==> src/tcce_pkg.sv <==
package tcce_pkg;

  typedef enum logic [1:0] {
    OP_PUT   = 2'd0,
    OP_SET   = 2'd1,
    OP_CLEAR = 2'd2,
    OP_READ  = 2'd3
  } op_t;

  typedef enum logic [2:0] {
    ST_FILL,
    ST_IDLE,
    ST_CALC,
    ST_SCROLL,
    ST_DONE
  } state_t;

  // Control flags from the put-character unit to the sequencer.
  typedef struct packed {
    logic wr_en;
    logic scroll;
  } put_ctl_t;

  localparam logic [7:0]  CH_BACKSPACE = 8'd8;
  localparam logic [7:0]  CH_TAB       = 8'd9;
  localparam logic [7:0]  CH_NEWLINE   = 8'd10;
  localparam logic [7:0]  CH_RETURN    = 8'd13;
  localparam logic [7:0]  CH_SPACE     = 8'h20;
  localparam logic [3:0]  BLANK_FG     = 4'h7;
  localparam logic [15:0] RESET_CELL   = 16'h0720;

endpackage

==> src/tcce_put_unit.sv <==
module tcce_put_unit #(
  parameter int ROWS      = 25,
  parameter int COLS      = 80,
  parameter int TAB_WIDTH = 8,
  parameter int ROW_W     = 5,
  parameter int COL_W     = 7,
  parameter int Q_W       = 4
) (
  input  logic [ROW_W-1:0]  row_i,
  input  logic [COL_W-1:0]  col_i,
  input  logic [Q_W-1:0]    tab_q_i,
  input  logic [7:0]        char_i,
  output logic [ROW_W-1:0]  row_o,
  output logic [COL_W-1:0]  col_o,
  output logic [COL_W-1:0]  wr_col_o,
  output logic [7:0]        wr_char_o,
  output tcce_pkg::put_ctl_t ctl_o
);

  localparam int STOP_W = $clog2(COLS + TAB_WIDTH);

  logic [ROW_W:0]    row_inc;
  logic [COL_W:0]    col_inc;
  logic [STOP_W-1:0] stop;
  logic [ROW_W:0]    row_nx;

  assign row_inc = {1'b0, row_i} + (ROW_W+1)'(1);
  assign col_inc = {1'b0, col_i} + (COL_W+1)'(1);
  // Next tab stop from the registered quotient of the column.
  assign stop    = (STOP_W'(tab_q_i) + STOP_W'(1)) * STOP_W'(TAB_WIDTH);

  always_comb begin
    row_nx       = {1'b0, row_i};
    col_o        = col_i;
    wr_col_o     = col_i;
    wr_char_o    = char_i;
    ctl_o.wr_en  = 1'b0;
    case (char_i)
      tcce_pkg::CH_NEWLINE: begin
        col_o  = '0;
        row_nx = row_inc;
      end
      tcce_pkg::CH_RETURN: begin
        col_o = '0;
      end
      tcce_pkg::CH_TAB: begin
        if (stop >= STOP_W'(COLS)) begin
          col_o  = '0;
          row_nx = row_inc;
        end else begin
          col_o = COL_W'(stop);
        end
      end
      tcce_pkg::CH_BACKSPACE: begin
        if (col_i != '0) begin
          col_o = col_i - COL_W'(1);
        end
        wr_col_o    = col_o;
        wr_char_o   = tcce_pkg::CH_SPACE;
        ctl_o.wr_en = 1'b1;
      end
      default: begin
        ctl_o.wr_en = 1'b1;
        if (col_inc >= (COL_W+1)'(COLS)) begin
          col_o  = '0;
          row_nx = row_inc;
        end else begin
          col_o = col_inc[COL_W-1:0];
        end
      end
    endcase
    ctl_o.scroll = (row_nx >= (ROW_W+1)'(ROWS));
    row_o = ctl_o.scroll ? ROW_W'(ROWS - 1) : row_nx[ROW_W-1:0];
  end

endmodule

==> config.mk <==
export PLATFORM = sky130hd
export DESIGN_NAME = tcce_put_unit
export DESIGN_NICKNAME = d
export VERILOG_FILES = /design/src/tcce_pkg.sv /design/src/tcce_put_unit.sv
export SDC_FILE = /design/constraint.sdc
export NUM_CORES = 1
export LEC_CHECK = 0
export BUFFER_PORTS_ARGS = -buffer_cell sky130_fd_sc_hd__buf_2
export CORE_MARGIN = 2
export CORE_UTILIZATION = 30
export DETAILED_ROUTE_END_ITERATION = 8
export PLACE_DENSITY_LB_ADDON = 0.2
export SETUP_SLACK_MARGIN = 0.4
export SYNTH_ARGS = -nofsm -noshare
export SYNTH_HDL_FRONTEND = slang
export SYNTH_SLANG_ARGS = --single-unit
==> constraint.sdc <==
create_clock -name vclk -period 3.3
set_input_delay 0.495 -clock vclk [all_inputs]
set_output_delay 0.495 -clock vclk [all_outputs]
set_load 0.005 [all_outputs]
# Word level (Yosys, flattened, before mapping)
# Index checks and enable logic that the tools add are counted.
# word_totals
register_bits	0
output_inout_bits	29
word_cells	26
# classes
add_sub_neg	4
magnitude_cmp	3
eq_ne	4
muxes	11
reduce_logical	4
# op_table
operator	n
8-bit by 4-bit equality test with 1-bit output, second input constant	4
7-bit 2-to-1 mux	4
7-bit case mux with 3 select lines	1
6-bit case mux with 3 select lines	1
6-bit 2-to-1 mux	2
7-bit by 1-bit adder with 8-bit output, second input constant	1
8-bit by 7-bit >= comparator with 1-bit output, second input constant	1
8-bit 2-to-1 mux	1
7-bit >= comparator, second input constant	1
7-bit nonzero test	1
7-bit by 1-bit subtractor with 7-bit output, second input constant	1
5-bit by 1-bit adder with 6-bit output, second input constant	1
6-bit by 5-bit >= comparator with 1-bit output, second input constant	1
5-bit 2-to-1 mux	1
4-bit by 1-bit adder with 4-bit output, second input constant	1
2-bit OR reduction	2
3-bit OR reduction	1
1-bit 2-to-1 mux	1

# Longest topological paths before layout
# logic_depth
depth_word	6
mapped_depth	8
mapped_depth_nobuf	8

# Worst setup path before layout
# Ideal clock, no wire load.
# synth_timing
kind	input -> output
start	input char_i[5]
end	output wr_col_o[3]
arrival_ns	2.096
required_ns	2.805
setup_slack_ns	0.709
path_stages	6
cell_sequence	or4b_4 or4_4 nor2_8 buf_6 a21oi_1 a31oi_1
# synth_between
elab_chain_cells	2
# synth_rtl
item	line	rtl
start, declared	tcce_put_unit.sv:12	input logic [7:0] char_i,
8-bit by 4-bit equality test with 1-bit output	tcce_put_unit.sv:38	case (char_i)
7-bit 2-to-1 mux	tcce_put_unit.sv:38	
end, declared	tcce_put_unit.sv:15	output logic [COL_W-1:0] wr_col_o,
# No other way between the ends.

# Worst setup path in the final report
# layout_timing
start	input char_i[5]
end	output row_o[1]
# layout_between
elab_chain_cells	5
elab_cells_between_ends	8
# layout_rtl
item	line	rtl
8-bit by 4-bit equality test with 1-bit output	tcce_put_unit.sv:38	
2-bit OR reduction (no source line)	-	
6-bit case mux with 3 select lines (*)	tcce_put_unit.sv:38	
6-bit by 5-bit >= comparator with 1-bit output	tcce_put_unit.sv:72	ctl_o.scroll = (row_nx >= (ROW_W+1)'(ROWS));
5-bit 2-to-1 mux (*)	tcce_put_unit.sv:73	row_o = ctl_o.scroll ? ROW_W'(ROWS - 1) : row_nx[ROW_W-1:0];
end, declared	tcce_put_unit.sv:13	output logic [ROW_W-1:0] row_o,
# Mark *: on every way between the ends. The rest lies on a longest branch, timed or not.

==> results.tsv <==
metric	value	unit
num ports	53	
Nets	231	
vias	1330	
Final Non-Filler Cells	243	
fin. max-slew vios	0	
FF/Latch Area	0	µm²
n_diodes	0	
crit end category	output pin	
initial antenna violation count	0	
hold depth	2	
Seq cells	0	
RSZ-0062 raised after global routing	true	
Worst Path Required	2.80	ns
Iteration-0 DRC Markers	70	
kind of critical path	input port to output pin	
f_max	348	MHz
sw frac	55.1	%
DIE HEIGHT	60.6	µm
pre-CTS WS	0.283	ns
Comb pwr share	100.0	%
Die Footprint	0.00367	mm²
Placement Rows	20	
total iterations of the first detailed-routing run	4	
status	complete, no violations	
# DRC	0	
Max VDD drop	0.0000495	V
Final WS setup	0.425	ns
Switch Pwr	83.1	µW
final-report setup violation count	0	
worst hold start	char_i[7]	
filler cell count	344	
clock buffers	0	
drt wl/cell	12.6	µm
cells after synthesis	152	
DRT antenna net count	0	
Die X	60.6	µm
Vias/cell	5.47	
pin count of the biggest net entering global routing	12	
Post-DP HPWL	2400	µm
Routed WL	3060	µm
Worst slew margin	76.2	%
Slew @ Worst Pin	0.354	ns
Power Dens Cells	114	mW/mm²
post-route minimum period	2.88	ns
Clock power frac	0	%
synth warn	0	
core box area	0.00305	mm²
setup TNS	0	ns
Initial Utilization	31.5	%
Final period util	87.1	%
Syn Nets	182	
critical path peak fanout	4	
max cap viols	0	
final core utilization	43.4	%
Internal Power	67.7	µW
Hold Crit Class	input port to output pin	
number of global-route vias before repair	1115	
GRT Util Overall	15.9	%
Leakage	0.589	nW
Mapped Area	961	µm²
IO buf count	53	
post-synthesis sequential area ratio	0	%
Setup crit start kind	input port	
area grow syn2layout	37.9	%
Hold Path End	wr_char_o[7]	
crit path DAT	2.38	ns
Avg Cell Area, Syn	6.32	µm²
first-pass GRT wire length	4830	µm
Final Hold Vio Count	0	
Flop pwr share	0	%
placer congestion estimate	0.803	
placed cell count	240	
total grt overflow	0	
share of layout cells above drive strength 1	38.2	%
distinct cell type count after synthesis	48	
-- logic make-up (layout without fill, tap and decap cells) --
| family | Yosys count | after routing | synth area share, % |
|---|---|---|---|
| simple gates | 73 | 74 | 43.0 |
| compound gates | 43 | 43 | 30.5 |
| buf+inv | 20 | 66 | 8.98 |
| fa+ha+maj | 6 | 6 | 7.81 |
| xor+xnor | 6 | 6 | 5.47 |
| mux | 4 | 4 | 4.30 |
-- Yosys cell counts, types with 2 or more instances --
| library cell | n | share of area (%) |
|---|---|---|
| o21ai_0 | 8 | 4.2 |
| and2_1 | 2 | 1.3 |
| clkbuf_1 | 7 | 2.7 |
| nor2b_1 | 2 | 1.3 |
| mux2i_1 | 3 | 3.1 |
| or3_1 | 2 | 1.3 |
| nor3b_1 | 3 | 2.3 |
| buf_2 | 3 | 1.6 |
| o22ai_1 | 2 | 1.3 |
| xnor2_1 | 6 | 5.5 |
| nor3_1 | 6 | 3.1 |
| and3_1 | 3 | 2.0 |
| nand2b_1 | 3 | 2.0 |
| nor2_1 | 12 | 4.7 |
| a221oi_1 | 4 | 3.6 |
| a31oi_1 | 3 | 2.0 |
| nand3_1 | 7 | 3.6 |
| ha_1 | 6 | 7.8 |
| a21oi_1 | 10 | 5.2 |
| inv_1 | 9 | 3.5 |
| o211ai_1 | 5 | 3.9 |
| nand2_1 | 17 | 6.6 |
| or2_2 | 2 | 1.3 |
| nor4_1 | 3 | 2.0 |
-- cell type report --
type	instances	area [µm²]	share of cell area, %
well taps	44	55.1	4.15
multi-input cells	133	941	71.0
inverters	9	33.8	2.55
repair buffers	57	295	22.3
-- layer usage --
layer / vias to the layer above / GRT usage (%) / routed length, µm
li1: 669 / - / -
met1: 614 / 22.2 / 1430
met2: 43 / 28.4 / 1470
met3: 4 / 0.426 / 131
met4: 0 / 1.55 / 28
met5: - / 0 / 0
-- stage by stage --
step	cell area (µm²)	power [mW]	hold WS [ns]
finish	1330	0.151	1.19
global route	1330	0.168	1.20
detailed placement	1240	0.143	1.20
floorplan	961	0.0825	1.04
global placement	1240	0.140	1.19
CTS	1260	0.144	1.20
-- timing repair --
item,4_1_cts,5_1_grt
cloned,0,1
hold buffers,0,0
setup buffers,2,0
pin swaps,1,4
gates resized for setup,2,9
setup endpoints to repair,9,17
-- worst max path at each step --
stage / start / end / slack (ns) / cells after the start
after global routing: char_i[5] / col_o[6] / 0.38 / 8
final: char_i[5] / row_o[1] / 0.42 / 8
after floorplan: char_i[5] / wr_col_o[3] / 0.71 / 6
after CTS: char_i[5] / col_o[6] / 0.39 / 8
after detailed placement: char_i[5] / col_o[6] / 0.28 / 8
after global placement: char_i[5] / col_o[6] / 0.33 / 8
-- worst max-delay path, stage by stage --
cell and delay (ns):
buf_2 0.11, or4b_4 0.55, nor3_1 0.27, nand3_2 0.20
a21oi_4 0.21, mux2i_1 0.28, o211ai_1 0.12, buf_2 0.13
-- power groups by stage --
stage	Combinational (mW)	Clock [mW]	Sequential (mW)
3_5_place_dp	0.143	0	0
6_report	0.151	0	0
5_1_grt	0.168	0	0
4_1_cts	0.144	0	0
3_3_place_gp	0.140	0	0
2_1_floorplan	0.0825	0	0
-- cells in the final DEF (no fill, tap or decap), drive strengths merged, types with 5 or more instances in the layout --
master and instances:
buf 57, ha 6, a21oi 10, nand2 18, a221oi 5, o211ai 5
o21ai 9, xnor2 6, nand3 7, inv 9, nor3 6, nor2 14
(Power assumes the default switching activity.)
